[src/hw/rtl/kidi_pkg.sv]
`default_nettype none
package kidi_pkg;

  // Sizing
  localparam int MAX_POINTS = 1024;
  localparam int NEIGHBOURS = 15;
  localparam int FRAC_BITS  = 8;

  localparam int COORD_W   = 24;
  localparam int SMOOTH_W  = 20;
  localparam int ADDR_W    = $clog2(MAX_POINTS);
  localparam int CNT_W     = $clog2(MAX_POINTS + 1);
  localparam int NB_CNT_W  = $clog2(NEIGHBOURS + 1);
  localparam int NB_IDX_W  = (NEIGHBOURS > 1) ? $clog2(NEIGHBOURS) : 1;
  localparam int DIFF_W    = COORD_W + 1;
  localparam int D2_W      = 2 * DIFF_W;
  // weight = floor(2^48 / (d2 + smoothing)), at most 2^48
  localparam int WEIGHT_SH = 48;
  localparam int W_W       = WEIGHT_SH + 1;
  localparam int TOT_W     = W_W + NB_CNT_W;
  localparam int ACC_W     = W_W + COORD_W + NB_CNT_W;
  localparam int MAG_W     = ACC_W - 1;
  localparam int PROD_W    = W_W;
  localparam int W_LO_W    = COORD_W;
  localparam int DIV_W     = (TOT_W > D2_W) ? TOT_W : D2_W;
  localparam int SH_W      = W_W;
  localparam int IT_W      = $clog2(SH_W + 1);

  localparam logic [SMOOTH_W-1:0] SMOOTH_RESET = SMOOTH_W'(16384);

  // d2 below 1e-6 in real units counts as a coincident point
  localparam longint unsigned HIT_LIMIT_L =
    ((64'd1 << (2 * FRAC_BITS)) + 64'd999999) / 64'd1000000;
  localparam logic [D2_W-1:0] HIT_LIMIT = D2_W'(HIT_LIMIT_L);

  // Opcodes
  localparam logic [1:0] OP_LOAD  = 2'd0;
  localparam logic [1:0] OP_CLEAR = 2'd1;

  typedef enum logic [2:0] {
    ST_INTERP  = 3'd0,
    ST_HIT     = 3'd1,
    ST_EMPTY   = 3'd2,
    ST_STORED  = 3'd3,
    ST_DROPPED = 3'd4,
    ST_CLEARED = 3'd5
  } status_t;

  typedef enum logic [1:0] {
    VAL_ZERO = 2'd0,
    VAL_HIT  = 2'd1,
    VAL_QUOT = 2'd2
  } val_sel_t;

  // Controller to datapath
  typedef struct packed {
    logic     load;
    logic     clear;
    logic     query_start;
    logic     acc_clear;
    logic     div_w_start;
    logic     mul_lo;
    logic     acc_lo;
    logic     mul_hi;
    logic     acc_hi;
    logic     div_f_start;
    logic     val_we;
    val_sel_t val_sel;
  } kidi_cmd_t;

  // Datapath to controller
  typedef struct packed {
    logic count_zero;
    logic count_full;
    logic scan_busy;
    logic hit;
    logic div_busy;
    logic last_nb;
    logic total_zero;
  } kidi_stat_t;

endpackage
`default_nettype wire

[src/hw/rtl/kidi_ctrl.sv]
`default_nettype none
// Sequencer: decode, scan, per-neighbor weight loop, final divide.
module kidi_ctrl (
  input  wire logic                clk,
  input  wire logic                rst,
  input  wire logic                start,
  input  wire logic [1:0]          opcode,
  input  wire kidi_pkg::kidi_stat_t stat,
  output kidi_pkg::kidi_cmd_t      cmd,
  output logic                     busy,
  output logic                     done,
  output logic [2:0]               status
);

  typedef enum logic [3:0] {
    S_IDLE, S_SCAN, S_WSTART, S_WWAIT, S_MLO, S_ALO, S_MHI, S_AHI,
    S_FSTART, S_FWAIT
  } state_t;

  state_t state;

  assign busy = (state != S_IDLE);

  // Commands to the datapath
  always_comb begin
    cmd = '0;
    cmd.val_sel = kidi_pkg::VAL_ZERO;
    case (state)
      S_IDLE: begin
        if (start) begin
          case (opcode)
            kidi_pkg::OP_LOAD: begin
              cmd.load   = 1'b1;
              cmd.val_we = 1'b1;
            end
            kidi_pkg::OP_CLEAR: begin
              cmd.clear  = 1'b1;
              cmd.val_we = 1'b1;
            end
            default: begin
              if (stat.count_zero) cmd.val_we = 1'b1;
              else cmd.query_start = 1'b1;
            end
          endcase
        end
      end
      S_SCAN: begin
        if (!stat.scan_busy) begin
          if (stat.hit) begin
            cmd.val_we  = 1'b1;
            cmd.val_sel = kidi_pkg::VAL_HIT;
          end else begin
            cmd.acc_clear = 1'b1;
          end
        end
      end
      S_WSTART: cmd.div_w_start = 1'b1;
      S_MLO:    cmd.mul_lo = 1'b1;
      S_ALO:    cmd.acc_lo = 1'b1;
      S_MHI:    cmd.mul_hi = 1'b1;
      S_AHI:    cmd.acc_hi = 1'b1;
      S_FSTART: begin
        if (stat.total_zero) cmd.val_we = 1'b1;
        else cmd.div_f_start = 1'b1;
      end
      S_FWAIT: begin
        if (!stat.div_busy) begin
          cmd.val_we  = 1'b1;
          cmd.val_sel = kidi_pkg::VAL_QUOT;
        end
      end
      default: cmd = '0;
    endcase
  end

  // State and result strobe
  always_ff @(posedge clk) begin
    if (rst) begin
      state  <= S_IDLE;
      done   <= 1'b0;
      status <= kidi_pkg::ST_INTERP;
    end else begin
      done <= 1'b0;
      case (state)
        S_IDLE: begin
          if (start) begin
            case (opcode)
              kidi_pkg::OP_LOAD: begin
                done   <= 1'b1;
                status <= stat.count_full ? kidi_pkg::ST_DROPPED : kidi_pkg::ST_STORED;
              end
              kidi_pkg::OP_CLEAR: begin
                done   <= 1'b1;
                status <= kidi_pkg::ST_CLEARED;
              end
              default: begin
                if (stat.count_zero) begin
                  done   <= 1'b1;
                  status <= kidi_pkg::ST_EMPTY;
                end else begin
                  state <= S_SCAN;
                end
              end
            endcase
          end
        end
        S_SCAN: begin
          if (!stat.scan_busy) begin
            if (stat.hit) begin
              done   <= 1'b1;
              status <= kidi_pkg::ST_HIT;
              state  <= S_IDLE;
            end else begin
              state <= S_WSTART;
            end
          end
        end
        S_WSTART: state <= S_WWAIT;
        S_WWAIT:  if (!stat.div_busy) state <= S_MLO;
        S_MLO:    state <= S_ALO;
        S_ALO:    state <= S_MHI;
        S_MHI:    state <= S_AHI;
        S_AHI:    state <= stat.last_nb ? S_FSTART : S_WSTART;
        S_FSTART: begin
          if (stat.total_zero) begin
            done   <= 1'b1;
            status <= kidi_pkg::ST_INTERP;
            state  <= S_IDLE;
          end else begin
            state <= S_FWAIT;
          end
        end
        S_FWAIT: begin
          if (!stat.div_busy) begin
            done   <= 1'b1;
            status <= kidi_pkg::ST_INTERP;
            state  <= S_IDLE;
          end
        end
        default: state <= S_IDLE;
      endcase
    end
  end

endmodule
`default_nettype wire

[config.mk]
export PLATFORM = sky130hd
export DESIGN_NAME = kidi_ctrl
export DESIGN_NICKNAME = d
export VERILOG_FILES = /design/src/hw/rtl/kidi_pkg.sv /design/src/hw/rtl/kidi_ctrl.sv
export SDC_FILE = /design/constraint.sdc
export NUM_CORES = 1
export LEC_CHECK = 0
export BUFFER_PORTS_ARGS = -buffer_cell sky130_fd_sc_hd__buf_2
export CORE_AREA = 3 3 40 42
export CTS_BUF_LIST = sky130_fd_sc_hd__clkbuf_8
export CTS_CLUSTER_SIZE = 40
export DETAILED_ROUTE_END_ITERATION = 8
export DIE_AREA = 0 0 43 45
export MAX_ROUTING_LAYER = met4
export PLACE_DENSITY = 0.82
export SETUP_SLACK_MARGIN = 0.5
export SYNTH_ARGS = -nofsm -noshare
export SYNTH_HDL_FRONTEND = slang
export SYNTH_SLANG_ARGS = --single-unit
[constraint.sdc]
create_clock -name clk -period 4.12 [get_ports clk]
set_input_delay 0.412 -clock clk [delete_from_list [all_inputs] [get_ports clk]]
set_output_delay 0.412 -clock clk [all_outputs]
set_load 0.01 [all_outputs]
==> impl_results.md <==
- Outcome: completed
- CTS tree: done
- Final core occ: 62.2%
- Ratio of cells with drive above 1 in the final layout: 35.5%
- Critical Path, Cell by Cell: or3b_2 -> o21bai_1 -> nand3_2 -> buf_2
- Antenna viol nets, final: 0
- Total track usage: 19.8%
- Psw: 114 uW
- Ant. Diodes: 0
- Die Height: 45 um
- Fmax: 0.436 GHz
- Initial antenna violation count: 0
- Slew @ Worst Pin: 0.489 ns
- Postcts setup bufs: 0
- Fin cells: 125
- DIE WIDTH: 43 um
- Initial Util: 49.4%
- Top routing layer used: met4
- Commonest non-fill, non-tap cell in the layout: buf_2
- DRC viols: 0
- Period minus WS final: 2.30 ns
- Reg2reg start: state[3]
- CP max-delay cell: dfxtp_1
- Data required time of the worst path: 3.71 ns
- Seq pwr share: 33.6%
- Post-CTS Hold Buffers: 0
- Top_reg_cell synth: dfxtp_1
- Min-delay src: stat[1]
- Top cells by area, synth: dfxtp_1 25%, nor3_1 6.3%, nor2_1 5.9%
- Clock Path Buffers: 2
- Cts repair resizes: 0
- EDFF count, synth: 0
- Via count of the routed design: 739
- Syn Area/Cell: 7.55 um2
- Die area: 1940 um2
- First-pass GRT wire length: 2840 um
- Post-Syn Nets: 96
- Worst min path class: in2reg
- Vias/cell: 5.91
- Largest net degree at the start of global routing: 17
- Seq/Total Area, Yosys: 25.2%
- Crit-path max FO: 12
- Wl on met1: 706 um
- RSZ-0062 raised after global routing: false
- Site row count: 13
- Leakage: 0.389 nW
- I/O pin cnt: 30
- Hold Vio Cnt, Final: 0
- Worst vdd ir: 0.208 mV
- Cell area after synthesis: 634 um2
- Pwr dens: 394 nW/um2
- Worst-path clk slew: 0.04 ns
- Crit path largest cell delay: 0.56 ns
- Post-DP HPWL: 1270 um
- Metal3 WL: 186 um
- CP startpoint: state[3]
- Setup Skew: 0.00182 ns
- Top cell type's share of synthesized area: 25.2%
- Comb pwr share: 37.3%
- Inst Count DP: 122
- Number of H-tree levels: 1
- Yosys reg bits: 8
- Crit path DAT: 1.88 ns
- Period utilisation layout: 55.7%
- Layout area overhead: 26.0%
- Synth warn: 0
- Clk sinks: 8
- DR WL met2: 774 um
- Final #Nets: 124
- Ys async rst share: 0%
- Distinct cell type count after synthesis: 39
- Final RePlAce weighted congestion: 0.904
- Core region area: 1280 um2
- Worst slew margin: 67.4%
- Worst-Skew Late Latency: 0.22 ns
- Number of global-route vias before repair: 652
- CTS Buf Count: 3
- Worst Setup Start Kind: flip-flop
- Most frequent cells in the layout: 29 x buf_2, 10 x nor2_1, 8 x nor3_1, 8 x dfxtp_1
- Clock network power share: 29.1%
- Pint: 201 uW
- Crit Path Category: reg2out
- DRT Wirelength: 1690 um
- Drt initial violations: 28
- Worst Setup End Kind: output pin
- Drt first pass iters: 4
- Total power: 315 uW
- Drt wl/cell: 13.5 um
- Switch share: 36.1%
- Gr ovfl total: 0
- Max cap viols: 0
- Setup TNS: 0 ns
- Mapped Cells: 84
- Port bufs: 29
- Pins Over Slew Limit: 0
- Yosys top cell by area: dfxtp_1
- Endpoints failing setup: 0
- Clock root cell: clkbuf_8
## kinds of logic after synthesis
logic type | synth area share (%)
xor gates and xnor gates | 2.76
and+or+nand+nor | 39.1
AOI/OAI and AO/OA | 19.7
muxes | 3.35
buffers and inverters | 9.86
DFF | 25.2
## stage by stage
stage | cell area, um2 | hold WS (ns) | setup slack (ns)
after global routing | 800 | 0.458 | 1.72
after floorplan | 634 | 0.491 | 2.34
after CTS | 800 | 0.442 | 1.84
after global placement | 758 | 0.463 | 2.14
after detailed placement | 758 | 0.461 | 2.09
final | 800 | 0.438 | 1.82
## critical path, delay by kind of cell (launching register included)
family | cells | cell delay, ns
compound gates | 1 | 0.27
buf+inv | 1 | 0.14
flops | 1 | 0.56
simple gates | 2 | 0.68
## final cells by class
type	count	area [um2]
fill	119	485
tap	15	18.8
multi-input combinational	64	412
timing repair buffer	29	145
clock buffer	3	41.3
inverter	6	22.5
sequential	8	160
## path summary, 6_finish.rpt
kind | end | cells after the start | slack [ns]
worst min-delay path | state[3] | 3 | 0.44
worst max register to register | status[2] | 4 | 2.17
worst max-delay path | cmd[2] | 4 | 1.82
worst min register to register | status[0] | 2 | 0.46
## registers in the layout, summed over array words and instances, names as in the netlist
signal	cells
done	1
status	3
state	4
## synthesized netlist by cell type, types with 2 or more instances
| cell type | n |
|---|---|
| a21oi_1 | 3 |
| buf_2 | 2 |
| buf_6 | 2 |
| clkbuf_1 | 2 |
| dfxtp_1 | 8 |
| inv_1 | 5 |
| nand2_1 | 5 |
| nand2b_1 | 2 |
| nand4_1 | 3 |
| nor2_1 | 10 |
| nor2b_1 | 4 |
| nor3_1 | 8 |
| nor4_1 | 3 |
| o22ai_1 | 2 |
## per-layer routing
layer | vias to the layer above | track usage [%]
li1 | 359 | -
met1 | 332 | 23.6
met2 | 44 | 29.9
met3 | 4 | 7.17
met4 | 0 | 9.04
met5 | - | -
## power groups by stage
stage	registers [mW]	logic (mW)	clock network (mW)
after floorplan	0.101	0.0881	0
after detailed placement	0.106	0.116	0
after global placement	0.106	0.113	0
after CTS	0.105	0.117	0.0929
after global routing	0.108	0.131	0.100
final	0.106	0.118	0.0918
(Power assumes the default switching activity.)
